### src/sv/at_response_terminator_detector_core_macros.svh
// Assertion macros shared by the AT response terminator detector.
`ifndef AT_RESPONSE_TERMINATOR_DETECTOR_CORE_MACROS_SVH
`define AT_RESPONSE_TERMINATOR_DETECTOR_CORE_MACROS_SVH

// The consequent must hold in the same cycle as the antecedent.
`define ATRTD_ASSERT_SAME(label, ante, cons, msg) \
  label: assert property (@(posedge clk_i) disable iff (!rst_ni) \
    (ante) |-> (cons)) else $error(msg);

// The consequent must hold in the cycle after the antecedent.
`define ATRTD_ASSERT_NEXT(label, ante, cons, msg) \
  label: assert property (@(posedge clk_i) disable iff (!rst_ni) \
    (ante) |=> (cons)) else $error(msg);

`endif

### src/sv/atrtd_pkg.sv
// Types, codes and result code patterns of the AT response terminator detector.
package atrtd_pkg;

  localparam int WinBytes  = 16;
  localparam int CodeCount = 8;
  localparam int IdxW      = 3;
  localparam int CountW    = 16;
  localparam int TimeoutW  = 16;
  localparam int ByteW     = 8;

  localparam logic [TimeoutW-1:0] TimeoutReset = 16'd10;

  localparam logic [7:0] CR = 8'h0d;
  localparam logic [7:0] LF = 8'h0a;

  typedef logic [8*WinBytes-1:0] window_t;

  typedef enum logic [1:0] {
    ACT_START = 2'd0,
    ACT_BYTE  = 2'd1,
    ACT_TICK  = 2'd2
  } action_e;

  typedef enum logic {
    STATUS_MATCH   = 1'b0,
    STATUS_TIMEOUT = 1'b1
  } status_e;

  typedef struct packed {
    logic            hit;
    logic [IdxW-1:0] idx;
  } match_t;

  // Patterns are right-aligned: the last character sits in the lowest byte.
  localparam window_t CODE_TEXT [CodeCount] = '{
    window_t'({CR, LF, "OK", CR, LF}),
    window_t'({CR, LF, "CONNECT", CR, LF}),
    window_t'({CR, LF, "RING", CR, LF}),
    window_t'({CR, LF, "NO CARRIER", CR, LF}),
    window_t'({CR, LF, "ERROR", CR, LF}),
    window_t'({CR, LF, "NO DIALTONE", CR, LF}),
    window_t'({CR, LF, "BUSY", CR, LF}),
    window_t'({CR, LF, "NO ANSWER", CR, LF})
  };

  localparam int CODE_LEN [CodeCount] = '{6, 11, 8, 14, 9, 15, 8, 13};

endpackage

### src/sv/atrtd_matcher.sv
// Parallel compare of the byte window against all final result codes.
module atrtd_matcher (
  input  atrtd_pkg::window_t window_i,
  output atrtd_pkg::match_t  match_o
);

  logic [atrtd_pkg::CodeCount-1:0] hit;

  for (genvar k = 0; k < atrtd_pkg::CodeCount; k++) begin : g_code
    localparam atrtd_pkg::window_t Mask =
      atrtd_pkg::window_t'({(8*atrtd_pkg::WinBytes){1'b1}})
      >> (8 * (atrtd_pkg::WinBytes - atrtd_pkg::CODE_LEN[k]));
    assign hit[k] = ((window_i ^ atrtd_pkg::CODE_TEXT[k]) & Mask) == '0;
  end

  // The lowest matching index wins.
  always_comb begin
    match_o.hit = 1'b0;
    match_o.idx = '0;
    for (int k = atrtd_pkg::CodeCount - 1; k >= 0; k--) begin
      if (hit[k]) begin
        match_o.hit = 1'b1;
        match_o.idx = atrtd_pkg::IdxW'(k);
      end
    end
  end

endmodule

### src/sv/at_response_terminator_detector_core.sv
// Top level of the AT response terminator detector.
// The slave stream carries one item per transfer: tuser holds the action
// (start, received byte, one-second tick) and tdata the received byte.
// A start transfer arms the block and clears its window, timer and count.
// While armed, a byte whose arrival completes a final result code gives one
// result transfer with the code index and the byte count, and disarms.
// While armed, a tick that lifts the elapsed seconds above the timeout gives
// a timeout result and disarms. Other items give no result.
// The timeout register is written through the cfg channel, which is always
// ready; write it only while the block is idle.
// An item goes through an input register and then a result register before
// its result is offered on the master side. One item is taken in every
// cycle unless the master side stalls; the window compare and update are
// combinational. When the master side stalls, the result register holds
// and one more item waits in the input register before s_axis_tready drops.
// After reset the block is disarmed, the window, timer and count are zero
// and the timeout is ten seconds.
`include "at_response_terminator_detector_core_macros.svh"

module at_response_terminator_detector_core (
  input  logic        clk_i,
  input  logic        rst_ni,
  input  logic        s_axis_tvalid,
  output logic        s_axis_tready,
  input  logic [7:0]  s_axis_tdata,   // [7:0] rx_byte
  input  logic [1:0]  s_axis_tuser,   // [1:0] action
  output logic        m_axis_tvalid,
  input  logic        m_axis_tready,
  output logic [23:0] m_axis_tdata,   // [2:0] code_index, [18:3] byte_count, rest zero
  output logic        m_axis_tuser,   // [0] status
  input  logic        cfg_valid_i,
  output logic        cfg_ready_o,
  input  logic [15:0] cfg_data_i      // [15:0] timeout_seconds
);

  logic                           in_valid_q, in_valid_d;
  logic [1:0]                     in_action_q;
  logic [atrtd_pkg::ByteW-1:0]    in_byte_q;

  atrtd_pkg::window_t             window_q, window_d, window_shift;
  logic [atrtd_pkg::TimeoutW-1:0] elapsed_q, elapsed_d, elapsed_inc;
  logic [atrtd_pkg::CountW-1:0]   count_q, count_d, count_inc;
  logic                           armed_q, armed_d;
  logic [atrtd_pkg::TimeoutW-1:0] timeout_q;

  logic                           out_valid_q, out_valid_d;
  logic                           out_status_q;
  logic [atrtd_pkg::IdxW-1:0]     out_idx_q;
  logic [atrtd_pkg::CountW-1:0]   out_count_q;

  logic                           advance;
  logic                           res_valid;
  logic                           res_status;
  logic [atrtd_pkg::IdxW-1:0]     res_idx;
  atrtd_pkg::match_t              match;

  assign advance       = in_valid_q && (!out_valid_q || m_axis_tready);
  assign s_axis_tready = !in_valid_q || advance;
  assign cfg_ready_o   = 1'b1;

  assign window_shift = {window_q[8*atrtd_pkg::WinBytes-9:0], in_byte_q};
  assign elapsed_inc  = (elapsed_q != '1) ? elapsed_q + 1'b1 : elapsed_q;
  assign count_inc    = (count_q != '1) ? count_q + 1'b1 : count_q;

  atrtd_matcher u_matcher (
    .window_i (window_shift),
    .match_o  (match)
  );

  always_comb begin
    window_d   = window_q;
    elapsed_d  = elapsed_q;
    count_d    = count_q;
    armed_d    = armed_q;
    res_valid  = 1'b0;
    res_status = atrtd_pkg::STATUS_MATCH;
    res_idx    = '0;
    if (advance) begin
      case (in_action_q)
        atrtd_pkg::ACT_START: begin
          window_d  = '0;
          elapsed_d = '0;
          count_d   = '0;
          armed_d   = 1'b1;
        end
        atrtd_pkg::ACT_BYTE: begin
          if (armed_q) begin
            window_d = window_shift;
            count_d  = count_inc;
            if (match.hit) begin
              armed_d   = 1'b0;
              res_valid = 1'b1;
              res_idx   = match.idx;
            end
          end
        end
        atrtd_pkg::ACT_TICK: begin
          if (armed_q) begin
            elapsed_d = elapsed_inc;
            if (elapsed_inc > timeout_q) begin
              armed_d    = 1'b0;
              res_valid  = 1'b1;
              res_status = atrtd_pkg::STATUS_TIMEOUT;
            end
          end
        end
        default: begin
        end
      endcase
    end
  end

  always_comb begin
    in_valid_d = in_valid_q;
    if (s_axis_tvalid && s_axis_tready) begin
      in_valid_d = 1'b1;
    end else if (advance) begin
      in_valid_d = 1'b0;
    end
  end

  always_comb begin
    out_valid_d = out_valid_q;
    if (advance) begin
      out_valid_d = res_valid;
    end else if (m_axis_tready) begin
      out_valid_d = 1'b0;
    end
  end

  always_ff @(posedge clk_i or negedge rst_ni) begin
    if (!rst_ni) begin
      in_valid_q  <= 1'b0;
      out_valid_q <= 1'b0;
      window_q    <= '0;
      elapsed_q   <= '0;
      count_q     <= '0;
      armed_q     <= 1'b0;
      timeout_q   <= atrtd_pkg::TimeoutReset;
    end else begin
      in_valid_q  <= in_valid_d;
      out_valid_q <= out_valid_d;
      window_q    <= window_d;
      elapsed_q   <= elapsed_d;
      count_q     <= count_d;
      armed_q     <= armed_d;
      if (cfg_valid_i && cfg_ready_o) begin
        timeout_q <= cfg_data_i;
      end
    end
  end

  always_ff @(posedge clk_i) begin
    if (s_axis_tvalid && s_axis_tready) begin
      in_action_q <= s_axis_tuser;
      in_byte_q   <= s_axis_tdata;
    end
    if (advance && res_valid) begin
      out_status_q <= res_status;
      out_idx_q    <= res_idx;
      out_count_q  <= count_d;
    end
  end

  assign m_axis_tvalid = out_valid_q;
  assign m_axis_tuser  = out_status_q;
  assign m_axis_tdata  = {5'd0, out_count_q, out_idx_q};

  `ATRTD_ASSERT_SAME(a_result_needs_armed, advance && res_valid, armed_q,
    "result produced while disarmed")
  `ATRTD_ASSERT_NEXT(a_result_disarms, advance && res_valid, !armed_q,
    "block still armed after a result")
  `ATRTD_ASSERT_SAME(a_full_stall_blocks, in_valid_q && out_valid_q && !m_axis_tready,
    !s_axis_tready, "input accepted while both registers are full")
  `ATRTD_ASSERT_SAME(a_timeout_index_zero,
    m_axis_tvalid && (m_axis_tuser == atrtd_pkg::STATUS_TIMEOUT),
    m_axis_tdata[2:0] == '0, "timeout result with nonzero code index")

endmodule

### config.mk
export PLATFORM = sky130hd
export DESIGN_NAME = at_response_terminator_detector_core
export DESIGN_NICKNAME = d
export VERILOG_FILES = /design/src/sv/atrtd_pkg.sv /design/src/sv/atrtd_matcher.sv /design/src/sv/at_response_terminator_detector_core.sv
export VERILOG_INCLUDE_DIRS = /design/src /design/src/sv
export SDC_FILE = /design/constraint.sdc
export NUM_CORES = 1
export LEC_CHECK = 0
export ABC_AREA = 1
export BUFFER_PORTS_ARGS = -buffer_cell sky130_fd_sc_hd__buf_4
export CORE_MARGIN = 4
export CORE_UTILIZATION = 50
export DETAILED_ROUTE_END_ITERATION = 10
export PLACE_DENSITY = 0.65
export SETUP_SLACK_MARGIN = 0.05
export SYNTH_ARGS = -nofsm -noshare
export SYNTH_HDL_FRONTEND = slang
export SYNTH_SLANG_ARGS = --single-unit
### constraint.sdc
create_clock -name clk_i -period 4.24 [get_ports clk_i]
set_input_delay 0.424 -clock clk_i [delete_from_list [all_inputs] [get_ports clk_i]]
set_output_delay 0.424 -clock clk_i [all_outputs]
set_load 0.005 [all_outputs]
[Word-level counts from Yosys, hierarchy flattened]
Index checks and enable logic that the tools add are counted.
Word-level totals
  bits in registers: 193
  input bits: 31
  output and inout bits: 28
  word-level logic and storage cells: 95
Cells by class
  $add $sub $neg: 2
  order comparisons: 1
  equality and inequality tests: 6
  mux-type cells: 32
  bitwise operators: 12
  reductions and logical operators: 28
Operator list (number)
  128-bit logical NOT: 8
  112-bit one-hot mux with 2 select lines: 1
  112-bit 2-to-1 mux: 1
  16-bit 2-to-1 mux: 5
  16-bit one-hot mux with 2 select lines: 2
  24-bit inverter: 2
  45-bit inverter: 1
  41-bit inverter: 1
  40-bit inverter: 1
  35-bit inverter: 1
  16-bit by 1-bit adder with 16-bit output (second input constant): 2
  4-bit 2-to-1 mux: 8
  16-bit != test (second input constant): 2
  27-bit inverter: 1
  19-bit inverter: 1
  16-bit > comparator: 1
  1-bit 2-to-1 mux: 13
  2-bit nonzero test: 4
  8-bit OR reduction: 1
  3-bit AND reduction: 2
  6-bit OR reduction: 1
  5-bit OR reduction: 1
  2-bit != test (second input constant): 2
  1-bit inverter: 4
  other kinds (10): 15

[Longest topological paths before layout]
  depth in word-level cells: 15
  gate-level depth with buffers: 21

[By module]
Synthesis repeated with hierarchy kept, for this count alone.
Second synthesis, totals
  cells, all modules: 1403
  area total of the unflattened synthesis: 10726.5 um2
By module, submodules not included
  at_response_terminator_detector_core: times used 1, cells each 1032, area an instance 9203.8 um2, sequential area each 5182.5 um2
  atrtd_matcher: times used 1, cells each 371, area an instance 1522.7 um2, sequential area each 0.0 um2

[Least setup slack after synthesis]
OpenSTA, ideal clock, no wires.
  kind: reg-to-reg
  from: register elapsed_q[2] in the netlist's numbering
  to: register out_status_q, in the netlist m_axis_tuser (enable)
  library setup time: 375 ps
  data arrival time: 2613 ps
  required time: 3865 ps
  path slack: 1252 ps
  cell stages (with the launch flop): 19
  path buffers: 0
  period minus slack after synthesis: 2988 ps
  path through: dfrtp_1 > inv_1 > nor3_2 > inv_1 > nor3_2 > nand3_1 > xor2_1 > nor2_1 > inv_1 > ha_1 > nand2_1 > nor2_1 > nand2_1 > o21bai_1 > nand2_1 > nand2_1 > nor2_1 > o21bai_1 > inv_1
On the way
  word-level cells in the longest chain between the ends: 8
Ends and longest elaborated chain
  from (decl): RTL line at_response_terminator_detector_core.sv:41  | logic [atrtd_pkg::TimeoutW-1:0] elapsed_q, elapsed_d, elapsed_inc;
  from (signal assigned): RTL line at_response_terminator_detector_core.sv:144  | elapsed_q <= elapsed_d;
  16-bit by 1-bit adder with 16-bit output / 16-bit != test (equally long branches): RTL line at_response_terminator_detector_core.sv:62  | assign elapsed_inc = (elapsed_q != '1) ? elapsed_q + 1'b1 : elapsed_q;
  16-bit 2-to-1 mux *: RTL line at_response_terminator_detector_core.sv:62
  16-bit > comparator *: RTL line at_response_terminator_detector_core.sv:100  | if (elapsed_inc > timeout_q) begin
  1-bit 2-to-1 mux *: RTL line at_response_terminator_detector_core.sv:100
  1-bit 2-to-1 mux *: RTL line at_response_terminator_detector_core.sv:98  | if (armed_q) begin
  1-bit one-hot mux with 2 select lines *: RTL line at_response_terminator_detector_core.sv:79  | case (in_action_q)
  1-bit 2-to-1 mux *: RTL line at_response_terminator_detector_core.sv:78  | if (advance) begin
  1-bit logical AND *: RTL line at_response_terminator_detector_core.sv:158  | if (advance && res_valid) begin
  to (signal assigned): RTL line at_response_terminator_detector_core.sv:159  | out_status_q <= res_status;
  to (decl): RTL line at_response_terminator_detector_core.sv:47  | logic out_status_q;
Every way passes the cells marked *; elsewhere a longest branch is shown, timed or not.
A chain may end at the register's enable or synchronous reset.

[Final worst setup path]
  from: register elapsed_q[1] in the netlist's numbering
  to: register out_count_q[5] in the netlist's numbering (enable)
On the way
  word-level cells in the longest chain between the ends: 8
Ends and longest elaborated chain
  16-bit by 1-bit adder with 16-bit output / 16-bit != test (equally long branches): RTL line at_response_terminator_detector_core.sv:62
  16-bit 2-to-1 mux *: RTL line at_response_terminator_detector_core.sv:62
  16-bit > comparator *: RTL line at_response_terminator_detector_core.sv:100
  1-bit 2-to-1 mux *: RTL line at_response_terminator_detector_core.sv:100
  1-bit 2-to-1 mux *: RTL line at_response_terminator_detector_core.sv:98
  1-bit one-hot mux with 2 select lines *: RTL line at_response_terminator_detector_core.sv:79
  1-bit 2-to-1 mux *: RTL line at_response_terminator_detector_core.sv:78
  1-bit logical AND *: RTL line at_response_terminator_detector_core.sv:158
  to (signal assigned): RTL line at_response_terminator_detector_core.sv:161  | out_count_q <= count_d;
  to (decl): RTL line at_response_terminator_detector_core.sv:49  | logic [atrtd_pkg::CountW-1:0] out_count_q;
Marks and branches as above.

==> metrics list <==
- The number of global-route vias before repair was 7,997.
- The net count of the finished layout is 1,274.
- Wirelength per Cell: 16.4 µm
* Number of setup buffers added after CTS: 0
- Setup repair after global routing left no endpoint under its margin.
- Cts repair resizes: 0
- Clock skew on the completed layout was measured at 0.00878 ns.
* Inserted Diodes: 0
- Path type of the worst setup path: reg2reg
* Hold-fix buffer count after cts: 0
- The initial antenna violation count was 0.
- The share of total power dissipated in combinational logic is 0.130.
- CTS built an H-tree with a depth of 4.
- For the worst setup path, the data arrival time is 3.57 ns.
- The slowest stage of the critical path is the sky130_fd_sc_hd__inv_1 cell.
* Sequential cell area fraction in the yosys report: 0.497
- Placed Cells incl. Taps: 1,467
- P_sw: 1.17 mW
* Post-DRT Antenna Nets: 0
- On the worst path, the slowest cell contributes a delay of 0.57 ns.
- The congestion estimate from routability-driven global placement came to 0.919.
* Final Routed Wirelength: 24,600 µm
- Leakage Power: 4.91 nW
* Number of I/O pins: 59
- Total Neg Setup Slack: 0 ns
- The final hold violation count came to 0.
* Reg2Reg Depth: 19
* Layout Utilization: 0.571
- In the global route stage, met2 resource usage came out at 0.348.
* Number of enable flip-flop cells after synthesis: 30
- After floorplanning, the core was sized to cover 19,600 µm².
- GR Layer Usage met3: 0.0518
- The max-slew violation count was 0.
- Setup slack on the worst reg-to-reg path comes out at 0.73 ns.
- Clock latency of the later-clocked register in the worst-skew pair: 0.43 ns
- From bottom edge to top edge, the die measures 150 µm.
- Detailed placement finished with a half-perimeter wire length of 17,400 µm.
- The cell count after synthesis came out at 1,187.
- Vias per cell: 5.46
- The finished layout holds 1,499 standard cells, fillers aside.
* Clock Root Buffer: sky130_fd_sc_hd__clkbuf_16
* Startpoint types: flop
* Critical-path maximum fanout: 20
* Part of the total power dissipated in the clock network: 0.381
* Total vias in the final route: 8,191
* Distinct cell type count of the synthesized netlist: 45
- A synthesized cell averages 8.45 µm².
* Chip width: 150 µm
- At the worst endpoint, the required time is 4.30 ns.
- Async set or reset register ratio after synthesis: 0.845
- The number of clock buffers added by TritonCTS is 17.
- STA classifies the critical path endpoint as a flop.
- The first routing iteration left 598 violations.
- The internal power of the cells totals 2.99 mW.
- For this design, the sink count on the clock tree is 193.
- Clock tree from TritonCTS: done
* Origin of the worst setup path: elapsed_q[1]
* Worst-path cell chain: ha_1, nand2_1, nor2_4, nand3_2, nor2_2, nand3_2, nand2_1, o21ai_0, o21ai_0, inv_1, ha_1, nand4_1, nor2_1, o21bai_1, nand2_1, nand2_1, nor2_1, o21bai_1, inv_1
* Hold Path Class: in2async
- For the finished layout, the period the worst path requires is 3.51 ns.
* Pwr/cell area: 371 nW/µm²
* Clock input transition at the sequential cells of the worst setup and hold paths: 0.07 ns
- Most Crowded Layer GR: met2
* Row count: 51
- Switching Share: 0.281
* Least-Margin Pin Slew: 0.936 ns
- Count of synthesis-stage warnings from yosys: 0
* Number of buffer cells added on primary ports: 52
- Of the cells placed in the final design, the portion with a size suffix greater than 1 is 0.126.
- The die covers 22,400 µm².
- Across the VDD grid, the largest voltage drop is 0.204 mV.
- In this run, synthesis produced a sequential element count of 193.
* Total GRT Usage: 0.227
- Worst slew margin relative to its limit: 0.376
- In the layout the commonest cells are sky130_fd_sc_hd__nand2_1, sky130_fd_sc_hd__inv_1, sky130_fd_sc_hd__dfrtp_1.
* Most common cell after layout, fill and taps aside: sky130_fd_sc_hd__nand2_1
- Based on the critical path, the design can be clocked at up to 285 MHz.
* Worst r2r dst: out_count_q[5]
* Final instance area: 11,200 µm²
- For this configuration, the core starts out at a cell density of 0.512.
- Summing all placed instances gives a cell area of 10,600 µm².
- Dividing the final minimum period by the clock period gives 0.828.
* Most used flip-flop cell after synthesis: sky130_fd_sc_hd__dfrtp_1
* Maximum Capacitance Violations: 0
- Critical R2R Launch: elapsed_q[1]
- The synthesized netlist occupies a cell area of 10,000 µm².
* Met1 track demand over resource in global routing: 0.330
- Sequential group share of total power: 0.489
- For this run the aggregate overflow at the end of global routing stands at 0.
* Critical Path Most Common Cell: sky130_fd_sc_hd__nand2_1
* DR pass1 iterations: 5
- Clock buffer depth: 2
- Entering global routing, the biggest net connects 101 pins.
- Residual DRC: 0
- Setup Viol. Count Final: 0
- Wire length of the first global-routing pass: 40,700 µm
- Synthesis-to-layout area growth: 11.6%
* Run status: finished clean
[power by group through the flow]
stage / clock network, mW / logic (mW) / registers [mW]
floorplan: 0 / 0.388 / 2.05
CTS: 1.61 / 0.543 / 2.03
global placement: 0 / 0.536 / 2.06
finish: 1.58 / 0.540 / 2.03
detailed placement: 0 / 0.539 / 2.07
global route: 1.68 / 0.618 / 2.04
[metal layers]
layer | up-vias | share of wire
met5 | - | 0
met4 | 0 | 0.015
met3 | 27 | 0.060
met2 | 225 | 0.45
met1 | 3918 | 0.47
li1 | 4021 | -
[through the flow]
step                hold slack (ns)  power (mW)  worst slack (ns)
finish                       0.0994        4.15             0.729
global route                  0.141        4.34             0.385
CTS                           0.142        4.18             0.735
global placement              0.493        2.60             0.822
floorplan                     0.128        2.44              1.25
detailed placement            0.500        2.60             0.742
[synth_stat cells, types with 10 or more instances]
library cell,number,area (µm²)
sky130_fd_sc_hd__dfrtp_1,161,4030
sky130_fd_sc_hd__nand2_1,224,841
sky130_fd_sc_hd__inv_2,31,116
sky130_fd_sc_hd__o22ai_1,11,68.8
sky130_fd_sc_hd__o21ai_0,44,220
sky130_fd_sc_hd__edfxtp_1,30,901
sky130_fd_sc_hd__clkbuf_1,18,67.6
sky130_fd_sc_hd__ha_1,22,275
sky130_fd_sc_hd__nor2_1,158,593
sky130_fd_sc_hd__inv_1,180,676
sky130_fd_sc_hd__nand4_1,16,100
sky130_fd_sc_hd__buf_2,12,60.1
sky130_fd_sc_hd__o21ai_1,16,80.1
sky130_fd_sc_hd__nor3_1,12,60.1
sky130_fd_sc_hd__o32ai_1,108,946
sky130_fd_sc_hd__nand3_1,44,220
sky130_fd_sc_hd__a21oi_1,14,70.1
sky130_fd_sc_hd__xor2_1,10,87.6
[area by class of cell]
class | count | area, µm²
Clock inverter | 14 | 134
Tap cell | 265 | 332
Multi-Input combinational cell | 738 | 4030
Timing Repair Buffer | 60 | 479
Inverter | 211 | 793
Sequential cell | 193 | 4980
Clock buffer | 18 | 439
Fill cell | 1783 | 8400
[flip-flops by register name (all words and copies together), names as in the netlist]
register / count
armed_q: 1
count_q: 16
elapsed_q: 16
in_action_q: 2
in_byte_q: 8
in_valid_q: 1
m_axis_tuser: 1
m_axis_tvalid: 1
out_count_q: 16
out_idx_q: 3
timeout_q: 16
window_q: 112
[how the worst max path moves through the flow]
stage               slack (ns)  cells past startpoint              to
CTS                       0.73                     19  out_count_q[5]
detailed placement        0.74                     18  out_count_q[4]
global placement          0.82                     19  out_count_q[5]
finish                    0.73                     19  out_count_q[5]
global route              0.39                     19  out_count_q[2]
floorplan                 1.25                     18    m_axis_tuser
[worst max-delay path, delay by kind of cell, from the launching register on]
kind	cells	cell delay, ns
buf+inv	2	0.66
fa+ha+maj	2	0.47
compound gates	4	0.38
simple gates	11	1.23
flops	1	0.38
[cells by family (layout without fill, tap and decap cells)]
| family | Yosys count | after routing | synth area share |
|---|---|---|---|
| DFF | 193 | 193 | 0.497 |
| adders and majority gates | 22 | 22 | 0.0275 |
| muxes | 1 | 1 | 0.00112 |
| xor gates and xnor gates | 11 | 11 | 0.0104 |
| other | 2 | 6 | 0.000749 |
| and+or+nand+nor | 490 | 490 | 0.210 |
| AOI/OAI and AO/OA | 208 | 208 | 0.150 |
| buffers and inverters | 260 | 303 | 0.103 |
Power figures use the tool's default switching activity.
